==> config.mk <==
export PLATFORM = sky130hd
export DESIGN_NAME = max_pooling_2d_stream
export DESIGN_NICKNAME = d
export VERILOG_FILES = /design/src/sv/mp2d_pkg.sv /design/src/sv/mp2d_row_cell.sv /design/src/sv/mp2d_col_cell.sv /design/src/sv/max_pooling_2d_stream.sv
export SDC_FILE = /design/constraint.sdc
export NUM_CORES = 1
export LEC_CHECK = 0
export BUFFER_PORTS_ARGS = -buffer_cell sky130_fd_sc_hd__buf_2
export CORE_ASPECT_RATIO = 1.4
export CORE_UTILIZATION = 25
export CTS_BUF_LIST = sky130_fd_sc_hd__clkbuf_8
export DETAILED_ROUTE_END_ITERATION = 7
export PLACE_DENSITY_LB_ADDON = 0.25
export SYNTH_ARGS = -nofsm -noshare
export SYNTH_HDL_FRONTEND = slang
export SYNTH_SLANG_ARGS = --single-unit
==> constraint.sdc <==
create_clock -name clk -period 7.5 [get_ports clk]
set_clock_uncertainty 0.15 [all_clocks]
set_input_delay 1.5 -clock clk [delete_from_list [all_inputs] [get_ports clk]]
set_output_delay 1.5 -clock clk [all_outputs]
set_load 0.02 [all_outputs]
==> src/sv/mp2d_pkg.sv <==
`timescale 1ns / 1ps
// ----------------------------------------------------------------------------
// mp2d_pkg: shared types and helpers for the 2-D max pooling stream
// Sample type (signed Q8.8) and the signed maximum used by every cell.
// ----------------------------------------------------------------------------
package mp2d_pkg;

  // Width of one signed Q8.8 sample.
  localparam int SAMPLE_W = 16;

  typedef logic signed [SAMPLE_W-1:0] sample_t;

  // Larger of two signed samples; ties return either, which is the same value.
  function automatic sample_t smax(input sample_t a, input sample_t b);
    return (a > b) ? a : b;
  endfunction

endpackage

==> src/sv/mp2d_row_cell.sv <==
`timescale 1ns / 1ps
// ----------------------------------------------------------------------------
// mp2d_row_cell: one row of the line store
// Holds one earlier image row. The stored sample at the current column is read
// out, folded into the vertical maximum, and handed down to the next row cell
// while this cell takes over the row above it.
// ----------------------------------------------------------------------------
module mp2d_row_cell #(
  parameter int DEPTH = 28,
  parameter int AW    = 5
) (
  input  logic                clk,
  input  logic                rd_en,
  input  logic [AW-1:0]       rd_addr,
  input  logic                wr_en,
  input  logic [AW-1:0]       wr_addr,
  input  mp2d_pkg::sample_t   wr_data,
  input  mp2d_pkg::sample_t   max_in,
  output mp2d_pkg::sample_t   rd_data,
  output mp2d_pkg::sample_t   max_out
);

  mp2d_pkg::sample_t mem [DEPTH];

  // Write the row shifted in from the cell above.
  always_ff @(posedge clk) begin
    if (wr_en) begin
      mem[wr_addr] <= wr_data;
    end
  end

  // Registered read of the column that the accepted item sits in.
  always_ff @(posedge clk) begin
    if (rd_en) begin
      rd_data <= mem[rd_addr];
    end
  end

  // Fold this row's sample into the running vertical maximum.
  assign max_out = mp2d_pkg::smax(max_in, rd_data);

endmodule

==> src/sv/mp2d_col_cell.sv <==
`timescale 1ns / 1ps
// ----------------------------------------------------------------------------
// mp2d_col_cell: one column of the pooling window
// Holds the vertical maximum of one earlier column and passes it to its
// neighbor whenever a valid column maximum advances; folds its value into the running window maximum.
// ----------------------------------------------------------------------------
module mp2d_col_cell (
  input  logic                clk,
  input  logic                shift_en,
  input  mp2d_pkg::sample_t   data_in,
  input  mp2d_pkg::sample_t   max_in,
  output mp2d_pkg::sample_t   data_out,
  output mp2d_pkg::sample_t   max_out
);

  // Take the column maximum from the left neighbor.
  always_ff @(posedge clk) begin
    if (shift_en) begin
      data_out <= data_in;
    end
  end

  // Extend the horizontal maximum with the held column.
  assign max_out = mp2d_pkg::smax(max_in, data_out);

endmodule

==> src/sv/max_pooling_2d_stream.sv <==
`timescale 1ns / 1ps
// ----------------------------------------------------------------------------
// max_pooling_2d_stream: streaming 2-D max pooling over raster-ordered frames
// Row cells keep earlier image rows and form the vertical maximum per column;
// column cells keep the last column maxima and form the window maximum.
// ----------------------------------------------------------------------------
//  channel   | direction | handshake                   | payload
//  ----------+-----------+-----------------------------+---------------------------
//  sample    | in        | sample_valid / sample_stall | sample
//  pooled    | out       | pooled_valid / pooled_stall | pooled_max, last_of_frame
//
//  One item is accepted per cycle while no result is held and stalled; the
//  result of the item that completes its window passes the registered line
//  store read, the vertical maximum register and the output register.
//  Reset clears the position counters and the pipeline valids; the line store
//  is not cleared, since only rows of the current frame are ever used.
//  The whole pipeline halts only while a result is held and stalled.
// ----------------------------------------------------------------------------
module max_pooling_2d_stream #(
  parameter int IMAGE_WIDTH  = 28,
  parameter int IMAGE_HEIGHT = 28,
  parameter int WINDOW_ROWS  = 3,
  parameter int WINDOW_COLS  = 3,
  parameter int STEP         = 1
) (
  input  logic                clk,
  input  logic                rst,
  input  logic                sample_valid,
  output logic                sample_stall,
  input  logic signed [15:0]  sample,
  output logic                pooled_valid,
  input  logic                pooled_stall,
  output logic signed [15:0]  pooled_max,
  output logic                last_of_frame
);

  localparam int CW = $clog2(IMAGE_WIDTH);
  localparam int RW = $clog2(IMAGE_HEIGHT);
  localparam int PW = (STEP > 1) ? $clog2(STEP) : 1;

  // Position of the bottom-right sample of the last window in a frame.
  localparam int LAST_ROW = (WINDOW_ROWS <= IMAGE_HEIGHT) ?
      (WINDOW_ROWS - 1) + ((IMAGE_HEIGHT - WINDOW_ROWS) / STEP) * STEP : 0;
  localparam int LAST_COL = (WINDOW_COLS <= IMAGE_WIDTH) ?
      (WINDOW_COLS - 1) + ((IMAGE_WIDTH - WINDOW_COLS) / STEP) * STEP : 0;

  logic          en;
  logic          acc;
  logic [CW-1:0] col_count;
  logic [RW-1:0] row_count;
  logic [PW-1:0] col_phase;
  logic [PW-1:0] row_phase;
  logic          emit;
  logic          last;

  logic              s1_valid;
  mp2d_pkg::sample_t s1_sample;
  logic [CW-1:0]     s1_col;
  logic              s1_emit;
  logic              s1_last;

  logic              s2_valid;
  mp2d_pkg::sample_t s2_vmax;
  logic              s2_emit;
  logic              s2_last;

  mp2d_pkg::sample_t pass  [WINDOW_ROWS];
  mp2d_pkg::sample_t vmax  [WINDOW_ROWS];
  mp2d_pkg::sample_t hdata [WINDOW_COLS];
  mp2d_pkg::sample_t hmax  [WINDOW_COLS];

  // The pipeline advances unless a finished result is held back.
  assign en           = !(pooled_valid && pooled_stall);
  assign sample_stall = !en;
  assign acc          = sample_valid && en;

  // Window completion for the item now entering.
  assign emit = (32'(row_count) >= 32'(WINDOW_ROWS - 1)) &&
                (32'(col_count) >= 32'(WINDOW_COLS - 1)) &&
                (row_phase == '0) && (col_phase == '0);
  assign last = (32'(row_count) == 32'(LAST_ROW)) && (32'(col_count) == 32'(LAST_COL));

  // Raster position counters and stride phases.
  always_ff @(posedge clk) begin
    if (rst) begin
      col_count <= '0;
      row_count <= '0;
      col_phase <= '0;
      row_phase <= '0;
    end else if (acc) begin
      if (col_count == CW'(IMAGE_WIDTH - 1)) begin
        col_count <= '0;
        col_phase <= '0;
        if (row_count == RW'(IMAGE_HEIGHT - 1)) begin
          row_count <= '0;
          row_phase <= '0;
        end else begin
          row_count <= row_count + RW'(1);
          if (32'(row_count) < 32'(WINDOW_ROWS - 1)) begin
            row_phase <= '0;
          end else if (row_phase == PW'(STEP - 1)) begin
            row_phase <= '0;
          end else begin
            row_phase <= row_phase + PW'(1);
          end
        end
      end else begin
        col_count <= col_count + CW'(1);
        if (32'(col_count) < 32'(WINDOW_COLS - 1)) begin
          col_phase <= '0;
        end else if (col_phase == PW'(STEP - 1)) begin
          col_phase <= '0;
        end else begin
          col_phase <= col_phase + PW'(1);
        end
      end
    end
  end

  // Stage 1: the item waits for the line store read.
  always_ff @(posedge clk) begin
    if (rst) begin
      s1_valid <= 1'b0;
    end else if (en) begin
      s1_valid <= acc;
    end
  end

  always_ff @(posedge clk) begin
    if (en) begin
      s1_sample <= sample;
      s1_col    <= col_count;
      s1_emit   <= emit;
      s1_last   <= last;
    end
  end

  // Row cells: vertical maximum over the current and earlier rows.
  assign pass[0] = s1_sample;
  assign vmax[0] = s1_sample;

  for (genvar k = 0; k < WINDOW_ROWS - 1; k++) begin : g_row
    mp2d_row_cell #(
      .DEPTH (IMAGE_WIDTH),
      .AW    (CW)
    ) u_row (
      .clk     (clk),
      .rd_en   (acc),
      .rd_addr (col_count),
      .wr_en   (s1_valid && en),
      .wr_addr (s1_col),
      .wr_data (pass[k]),
      .max_in  (vmax[k]),
      .rd_data (pass[k+1]),
      .max_out (vmax[k+1])
    );
  end

  // Stage 2: registered column maximum.
  always_ff @(posedge clk) begin
    if (rst) begin
      s2_valid <= 1'b0;
    end else if (en) begin
      s2_valid <= s1_valid;
    end
  end

  always_ff @(posedge clk) begin
    if (en) begin
      s2_vmax <= vmax[WINDOW_ROWS-1];
      s2_emit <= s1_emit;
      s2_last <= s1_last;
    end
  end

  // Column cells: horizontal maximum over the last column maxima.
  assign hdata[0] = s2_vmax;
  assign hmax[0]  = s2_vmax;

  for (genvar i = 0; i < WINDOW_COLS - 1; i++) begin : g_col
    mp2d_col_cell u_col (
      .clk      (clk),
      .shift_en (s2_valid && en),
      .data_in  (hdata[i]),
      .max_in   (hmax[i]),
      .data_out (hdata[i+1]),
      .max_out  (hmax[i+1])
    );
  end

  // Output register.
  always_ff @(posedge clk) begin
    if (rst) begin
      pooled_valid <= 1'b0;
    end else if (en) begin
      pooled_valid <= s2_valid && s2_emit;
    end
  end

  always_ff @(posedge clk) begin
    if (en) begin
      pooled_max    <= hmax[WINDOW_COLS-1];
      last_of_frame <= s2_last;
    end
  end

  // The line store is never read and written at the same column in one cycle.
  assert property (@(posedge clk) disable iff (rst)
    (acc && s1_valid) |-> (col_count != s1_col))
    else $error("line store read and write collide");

  // Counters stay inside the frame.
  assert property (@(posedge clk) disable iff (rst)
    (32'(col_count) < 32'(IMAGE_WIDTH)) && (32'(row_count) < 32'(IMAGE_HEIGHT)))
    else $error("position counter out of range");

  // A window only completes once a full window of rows and columns is in.
  assert property (@(posedge clk) disable iff (rst)
    (acc && emit) |-> ((32'(row_count) >= 32'(WINDOW_ROWS - 1)) &&
                       (32'(col_count) >= 32'(WINDOW_COLS - 1))))
    else $error("window completed too early");

  // While held back, the pipeline does not move.
  assert property (@(posedge clk) disable iff (rst)
    !en |=> ($stable(s2_vmax) && $stable(s1_sample) && $stable(s2_valid)))
    else $error("pipeline moved while halted");

endmodule
# Word level (Yosys, flattened, before mapping)
# Memories as Yosys holds them, arrays and structs flattened. A register that Yosys moved wholly into a read port is not among the register bits.
# Cells that the tools add are included.
# word_totals
regBits,105
mem_bits_rw,896
inputBits,20
out_inout_bits,19
word_cells,61
memories,2
# memory_table
memory,words,word_bits,rd,rd_clocked_by_memory_dff,write_ports,line,rtl
g_row[0].u_row.mem,28,16,1,1,1,mp2d_row_cell.sv:23,mp2d_pkg::sample_t mem [DEPTH];
g_row[1].u_row.mem,28,16,1,1,1,mp2d_row_cell.sv:23,
# op_classes
addsub,4
n_lt_le_gt_ge,8
eq_ne,2
mux,14
n_bitwise,2
reduce_logical,11
# op_table
cell,count
16-bit greater-than comparator,4
16-bit 2-to-1 mux,4
5-bit by 1-bit adder with 5-bit output (second input constant),2
5-bit equality test (second input constant),2
5-bit by 2-bit greater-or-equal comparator with 1-bit output (second input constant),2
5-bit by 2-bit < comparator with 1-bit output (second input constant),2
5-bit 2-to-1 mux,2
1-bit logical AND,9
1-bit 2-to-1 mux,8
1-bit adder (second input constant),2
1-bit inverter,2
2-bit AND reduction,1
1-bit logical NOT,1

# Logic depth before layout (Yosys ltp)
# logic_depth
ltp_word,5
ltp_mapped,19
mapped_depth_nobuf,16

# Hierarchy
# A second synthesis with hierarchy kept.
# unflattened
hier_cells,1950
area_unflattened_um2,41426.0
# by_module_without_submodules
module,instances,cells_per_inst,area_per_inst_um2,seq_area_each_um2
mp2d_row_cell at g_row[0].u_row,1,812,18340.1,13933.4
mp2d_row_cell at g_row[1].u_row,1,812,18338.8,13933.4
max_pooling_2d_stream,1,138,2412.3,2001.9
mp2d_col_cell,2,94,1167.4,480.5

# Worst setup path before layout
# No wires, ideal clock.
# synth_path
path_type,input to register
from,in pooled_stall
to,"mem g_row[0].u_row.mem[12][0] (netlist name), enable pin"
setup_ns,0.421
t_arrival_ns,4.960
required_time_ns,6.929
path_slack_ns,1.969
path_stages,5
n_path_buf,1
cell_sequence,nand2_1 nand2_1 or3_1 clkbuf_1 nor2_1
# synth_via
elab_chain_len,5
# synth_rtl
item,line,rtl
from (decl),max_pooling_2d_stream.sv:32,"input logic pooled_stall,"
1-bit logical AND,max_pooling_2d_stream.sv:73,assign en = !(pooled_valid && pooled_stall);
1-bit logical NOT,max_pooling_2d_stream.sv:73,
1-bit logical AND,max_pooling_2d_stream.sv:150,".wr_en (s1_valid && en),"
1-bit 2-to-1 mux,mp2d_row_cell.sv:27,if (wr_en) begin
1-bit 2-to-1 mux (not written as such),mp2d_row_cell.sv:28,mem[wr_addr] <= wr_data;
to (decl),mp2d_row_cell.sv:23,
# Every way passes these cells.

# Worst setup path after layout
# layout_path
from,"reg g_row[0].u_row.rd_data[13], read port of g_row[0].u_row.mem"
to,reg s2_vmax[15] (data pin)
# layout_via
elab_chain_len,4
# layout_rtl
item,line,rtl
from (decl),mp2d_row_cell.sv:19,"output mp2d_pkg::sample_t rd_data,"
16-bit greater-than comparator,mp2d_pkg.sv:15,return (a > b) ? a : b;
16-bit 2-to-1 mux (*),mp2d_pkg.sv:15,
16-bit greater-than comparator,mp2d_pkg.sv:15,
16-bit 2-to-1 mux (*),mp2d_pkg.sv:15,
net g_row[1].u_row.max_out[15],mp2d_row_cell.sv:20,output mp2d_pkg::sample_t max_out
to (signal assigned),max_pooling_2d_stream.sv:170,s2_vmax <= vmax[WINDOW_ROWS-1];
to (decl),max_pooling_2d_stream.sv:63,mp2d_pkg::sample_t s2_vmax;
# Mark *: on every way through the listed nets, which the timed path passes. The rest lies on a longest branch.
# A chain may end at the register's enable or synchronous reset.

==> impl_results.html <==
<table>
<tr><th>Metric</th><th>Value</th></tr>
<tr><th colspan="2">Setup path</th></tr>
<tr><td>Arrival time at the worst endpoint</td><td>about 6500 ps</td></tr>
<tr><td>Type of the setup path with the least slack</td><td>flop to flop</td></tr>
<tr><td>Crit Path Max Fanout</td><td>30</td></tr>
<tr><td>Endpoint required time on the critical path</td><td>~8000 ps</td></tr>
<tr><td>Type of origin of the critical path</td><td>flop</td></tr>
<tr><td>Kind of end point of the critical path</td><td>flop</td></tr>
<tr><td>Depth of the worst register-to-register path</td><td>14</td></tr>
<tr><th colspan="2">STA</th></tr>
<tr><td>Pin slew with the least headroom to its limit</td><td>1230 ps</td></tr>
<tr><td>Number of failing setup endpoints in the final timing report</td><td>0</td></tr>
<tr><td>Final Hold Viols</td><td>0</td></tr>
<tr><td>Number of slew-limit violations in the final report</td><td>0</td></tr>
<tr><td>Final setup slack of the worst path</td><td>1490 ps</td></tr>
<tr><td>Setup Total Neg Slack</td><td>0 ps</td></tr>
<tr><td>Highest Clock Rate</td><td>approximately 0.17 GHz</td></tr>
<tr><td>Unrepaired setup endpoints after global routing</td><td>no</td></tr>
<tr><td>Crit path time final</td><td>6010 ps</td></tr>
<tr><td>Max-slew headroom</td><td>17.8%</td></tr>
<tr><td>Post-route fraction of the period consumed by the critical path</td><td>80.1%</td></tr>
<tr><th colspan="2">Logic synthesis</th></tr>
<tr><td>Fraction of synthesized cell area in xor and xnor cells</td><td>0%</td></tr>
<tr><td>Sequential cell area fraction in the yosys report</td><td>between 70% and 80%</td></tr>
<tr><td>Commonest register cell after synthesis</td><td>sky130_fd_sc_hd__edfxtp_1</td></tr>
<tr><td>Share of synthesized cell area in full adder, half adder and majority cells</td><td>under 10%</td></tr>
<tr><td>Share of cell area taken by muxes after synthesis</td><td>between 10% and 20%</td></tr>
<tr><td>Number of synthesis warnings</td><td>0</td></tr>
<tr><td>Syn Std Cell Area</td><td>0.0412 mm2</td></tr>
<tr><td>Largest family of logic cells by synthesized area</td><td>multiplexers</td></tr>
<tr><td>Number of flops mapped to enable cells by yosys</td><td>1,018</td></tr>
<tr><td>Async set-reset flop share out of synthesis</td><td>0%</td></tr>
<tr><td>Register bit count reported by yosys</td><td>1,031</td></tr>
<tr><td>Net count of the mapped netlist</td><td>just over 2,000</td></tr>
<tr><td>Compound-Gate Fraction of Synth Area</td><td>2.03%</td></tr>
<tr><td>Cell count after synthesis</td><td>between 1,500 and 2,000</td></tr>
<tr><td>Post-synthesis simple-gate area fraction</td><td>2.59%</td></tr>
<tr><td>Synthesized area divided by synthesized cell count</td><td>20.9 um2</td></tr>
<tr><td>Distinct cell type count of the synthesized netlist</td><td>53</td></tr>
<tr><th colspan="2">Floorplan</th></tr>
<tr><td>Effective utilization at floorplan</td><td>25.1%</td></tr>
<tr><td>Total core area</td><td>between 0.15 and 0.2 mm2</td></tr>
<tr><td>Overall die height</td><td>483 um</td></tr>
<tr><td>Number of top-level pins</td><td>39</td></tr>
<tr><td>DIE AREA</td><td>roughly 0.17 mm2</td></tr>
<tr><td>Die Span X</td><td>345 um</td></tr>
<tr><td>Rows</td><td>176</td></tr>
<tr><th colspan="2">Global route</th></tr>
<tr><td>Number of global-route vias before repair</td><td>21,900</td></tr>
<tr><td>Global-route wire length before repair</td><td>158,000 um</td></tr>
<tr><td>Maximum number of pins on one net before global-route repair</td><td>109</td></tr>
<tr><td>Antenna violations before repair</td><td>1</td></tr>
<tr><td>Total gr overflow</td><td>0</td></tr>
<tr><td>Global-route usage over all layers</td><td>13.4%</td></tr>
<tr><th colspan="2">Clock network</th></tr>
<tr><td>Clock-pin slew on the worst setup and hold paths</td><td>roughly 60 ps</td></tr>
<tr><td>Clock root cell</td><td>sky130_fd_sc_hd__clkbuf_8</td></tr>
<tr><td>CTS Sinks</td><td>1,031</td></tr>
<tr><td>CTS buffer count</td><td>163</td></tr>
<tr><td>Clock H-tree levels</td><td>4</td></tr>
<tr><td>Postcts setup bufs</td><td>0</td></tr>
<tr><td>Clock tree from TritonCTS</td><td>done</td></tr>
<tr><td>Cts repair resizes</td><td>0</td></tr>
<tr><td>Number of hold buffers added after CTS</td><td>0</td></tr>
<tr><td>Clock network latency to the later pin of the worst-skew pair</td><td>slightly below 900 ps</td></tr>
<tr><td>Maximum root-to-sink buffer count</td><td>3</td></tr>
<tr><th colspan="2">Flow run</th></tr>
<tr><td>Number of max-capacitance violations reported</td><td>0</td></tr>
<tr><th colspan="2">Placed design</th></tr>
<tr><td>Placed wire-length estimate after detailed placement</td><td>60,000 um</td></tr>
<tr><td># port buffers</td><td>38</td></tr>
<tr><td>Gp weighted congestion</td><td>roughly 0.76</td></tr>
<tr><td>Post-placement worst setup slack</td><td>1370 ps</td></tr>
<tr><td>Placed insts</td><td>just over 4,000</td></tr>
<tr><th colspan="2">Route</th></tr>
<tr><td>Post-detailed-route DRC marker count</td><td>0</td></tr>
<tr><td>Routed length per instance</td><td>25.1 um</td></tr>
<tr><td>First-iteration detailed-routing DRC count</td><td>~1,500</td></tr>
<tr><td>Post-detailed-routing wire length</td><td>110,000 um</td></tr>
<tr><td>1st-pass router iterations</td><td>5</td></tr>
<tr><td>Remaining antenna violation count</td><td>0</td></tr>
<tr><td>DR vias</td><td>20,200</td></tr>
<tr><td>Via density</td><td>4.59</td></tr>
<tr><th colspan="2">Cells and area</th></tr>
<tr><td>Net count reported at finish</td><td>2,235</td></tr>
<tr><td>Top library cells by usage in the layout, fill and taps aside</td><td>sky130_fd_sc_hd__edfxtp_1, sky130_fd_sc_hd__mux4_2, sky130_fd_sc_hd__clkbuf_8, sky130_fd_sc_hd__inv_1, sky130_fd_sc_hd__mux2_2</td></tr>
<tr><td>Most common cell after layout, fill and taps aside</td><td>sky130_fd_sc_hd__edfxtp_1</td></tr>
<tr><td>Growth of design area from synthesis to finish</td><td>15.0%</td></tr>
<tr><td>Count of placed standard cells in the final layout, fillers left out</td><td>4,400</td></tr>
<tr><td>Fraction of final layout cells with drive strength greater than 1</td><td>a little under a third</td></tr>
<tr><th colspan="2">Power</th></tr>
<tr><td>Reported leakage power</td><td>15.0 nW</td></tr>
<tr><td>Peak supply drop</td><td>around 0.18 mV</td></tr>
<tr><td>PwrDens</td><td>262 mW/mm2</td></tr>
<tr><th colspan="2">Status</th></tr>
<tr><td>Run status</td><td>complete, no violations</td></tr>
<tr><th colspan="2">Min path</th></tr>
<tr><td>Worst min-delay path class</td><td>flop to flop</td></tr>
<tr><td>Worst Hold Depth</td><td>0</td></tr>
</table>
## Yosys cell counts, drive strengths merged, types with 4 or more instances
library cell  count  share of area (%)
o21ai            54               0.66
a21o              8               0.15
nor3b            16               0.29
edfxtp         1018                 74
mux2             77                2.1
nor3             11               0.13
nand3            23               0.28
mux4            256                 14
ha               68                2.1
a2111o           16               0.44
buf              37               0.42
mux2i            37               0.91
clkbuf           56               0.51
and3             16               0.24
and2              4              0.061
nand2            56               0.51
inv              72               0.66
nand4            12               0.20
dfxtp            13               0.63
a21oi            33               0.40
nor2             45               0.41
## area by class of cell
class	count	area (um2)
Sequential cell	1031	30800
Fill cell	15900	117000
Tap cell	2136	2670
Clock buffer	165	2270
Timing Repair Buffer	104	736
Antenna cell	1	2.50
Clock inverter	116	652
Inverter	72	270
Multi-Input combinational cell	775	9990
## flip-flops by register name (all words and copies together) (netlist names)
register              flops
g_row.u_row.mem         896
g_col.u_col.data_out     32
g_row.u_row.rd_data      32
pooled_max               16
s1_sample                16
s2_vmax                  16
col_count                 5
row_count                 5
s1_col                    5
last_of_frame             1
pooled_valid              1
s1_emit                   1
s1_last                   1
s1_valid                  1
s2_emit                   1
s2_last                   1
s2_valid                  1
## report_power, final
| group | internal (W) | switching, W |
|---|---|---|
| combinational | 0.000594 | 0.000701 |
| sequential | 0.00653 | 0.000159 |
| clock | 0.00220 | 0.00226 |
## metal layers
layer / GRT usage, % / part of all wire, % / routed length (um) / up-vias
met2: 24.4 / 54 / 59100 / 551
li1: - / - / - / 8549
met5: 0 / 0 / 0 / -
met1: 15.6 / 39 / 43200 / 10900
met3: 2.26 / 4.3 / 4690 / 168
met4: 5.07 / 3.1 / 3380 / 0
## path summary, 6_finish.rpt
kind / start / to / slack (ps)
max: g_row[0].u_row.rd_data[13]$_DFFE_PP_ / s2_vmax[15]$_DFFE_PN_ / 1490
min: s2_last$_DFFE_PN_ / last_of_frame$_DFFE_PN_ / 270
max reg2reg: g_row[0].u_row.rd_data[13]$_DFFE_PP_ / s2_vmax[15]$_DFFE_PN_ / 1490
min reg2reg: s2_last$_DFFE_PN_ / last_of_frame$_DFFE_PN_ / 270
## stage by stage
stage / utilization [%] / total power [W] / hold WS [ps] / cell area, um2
after global placement: 27.1 / 0.00810 / 258 / 44500
after global routing: 28.9 / 0.0130 / 274 / 47400
after floorplan: - / 0.00767 / 250 / 41200
after CTS: 28.9 / 0.0126 / 271 / 47400
after detailed placement: 27.1 / 0.00813 / 256 / 44500
final: 28.9 / 0.0124 / 269 / 47400
## cell families after synthesis
kind of cell | count (synthesis)
compound gates | 130
flops | 1031
simple gates | 207
mux | 370
fa+ha+maj | 68
buf+inv | 165
## critical path, stage by stage (launching register included)
cell,delay [ps]
sky130_fd_sc_hd__edfxtp_1,900
sky130_fd_sc_hd__inv_1,120
sky130_fd_sc_hd__ha_1,340
sky130_fd_sc_hd__a21o_1,160
sky130_fd_sc_hd__a2111o_1,400
sky130_fd_sc_hd__nor4_1,220
sky130_fd_sc_hd__a221o_1,700
sky130_fd_sc_hd__mux2_2,430
sky130_fd_sc_hd__ha_1,310
sky130_fd_sc_hd__a21oi_1,150
sky130_fd_sc_hd__o21ai_0,110
sky130_fd_sc_hd__a221o_1,390
sky130_fd_sc_hd__a2111oi_0,460
sky130_fd_sc_hd__o22ai_2,460
sky130_fd_sc_hd__mux2_2,430
(Power assumes the default switching activity.)
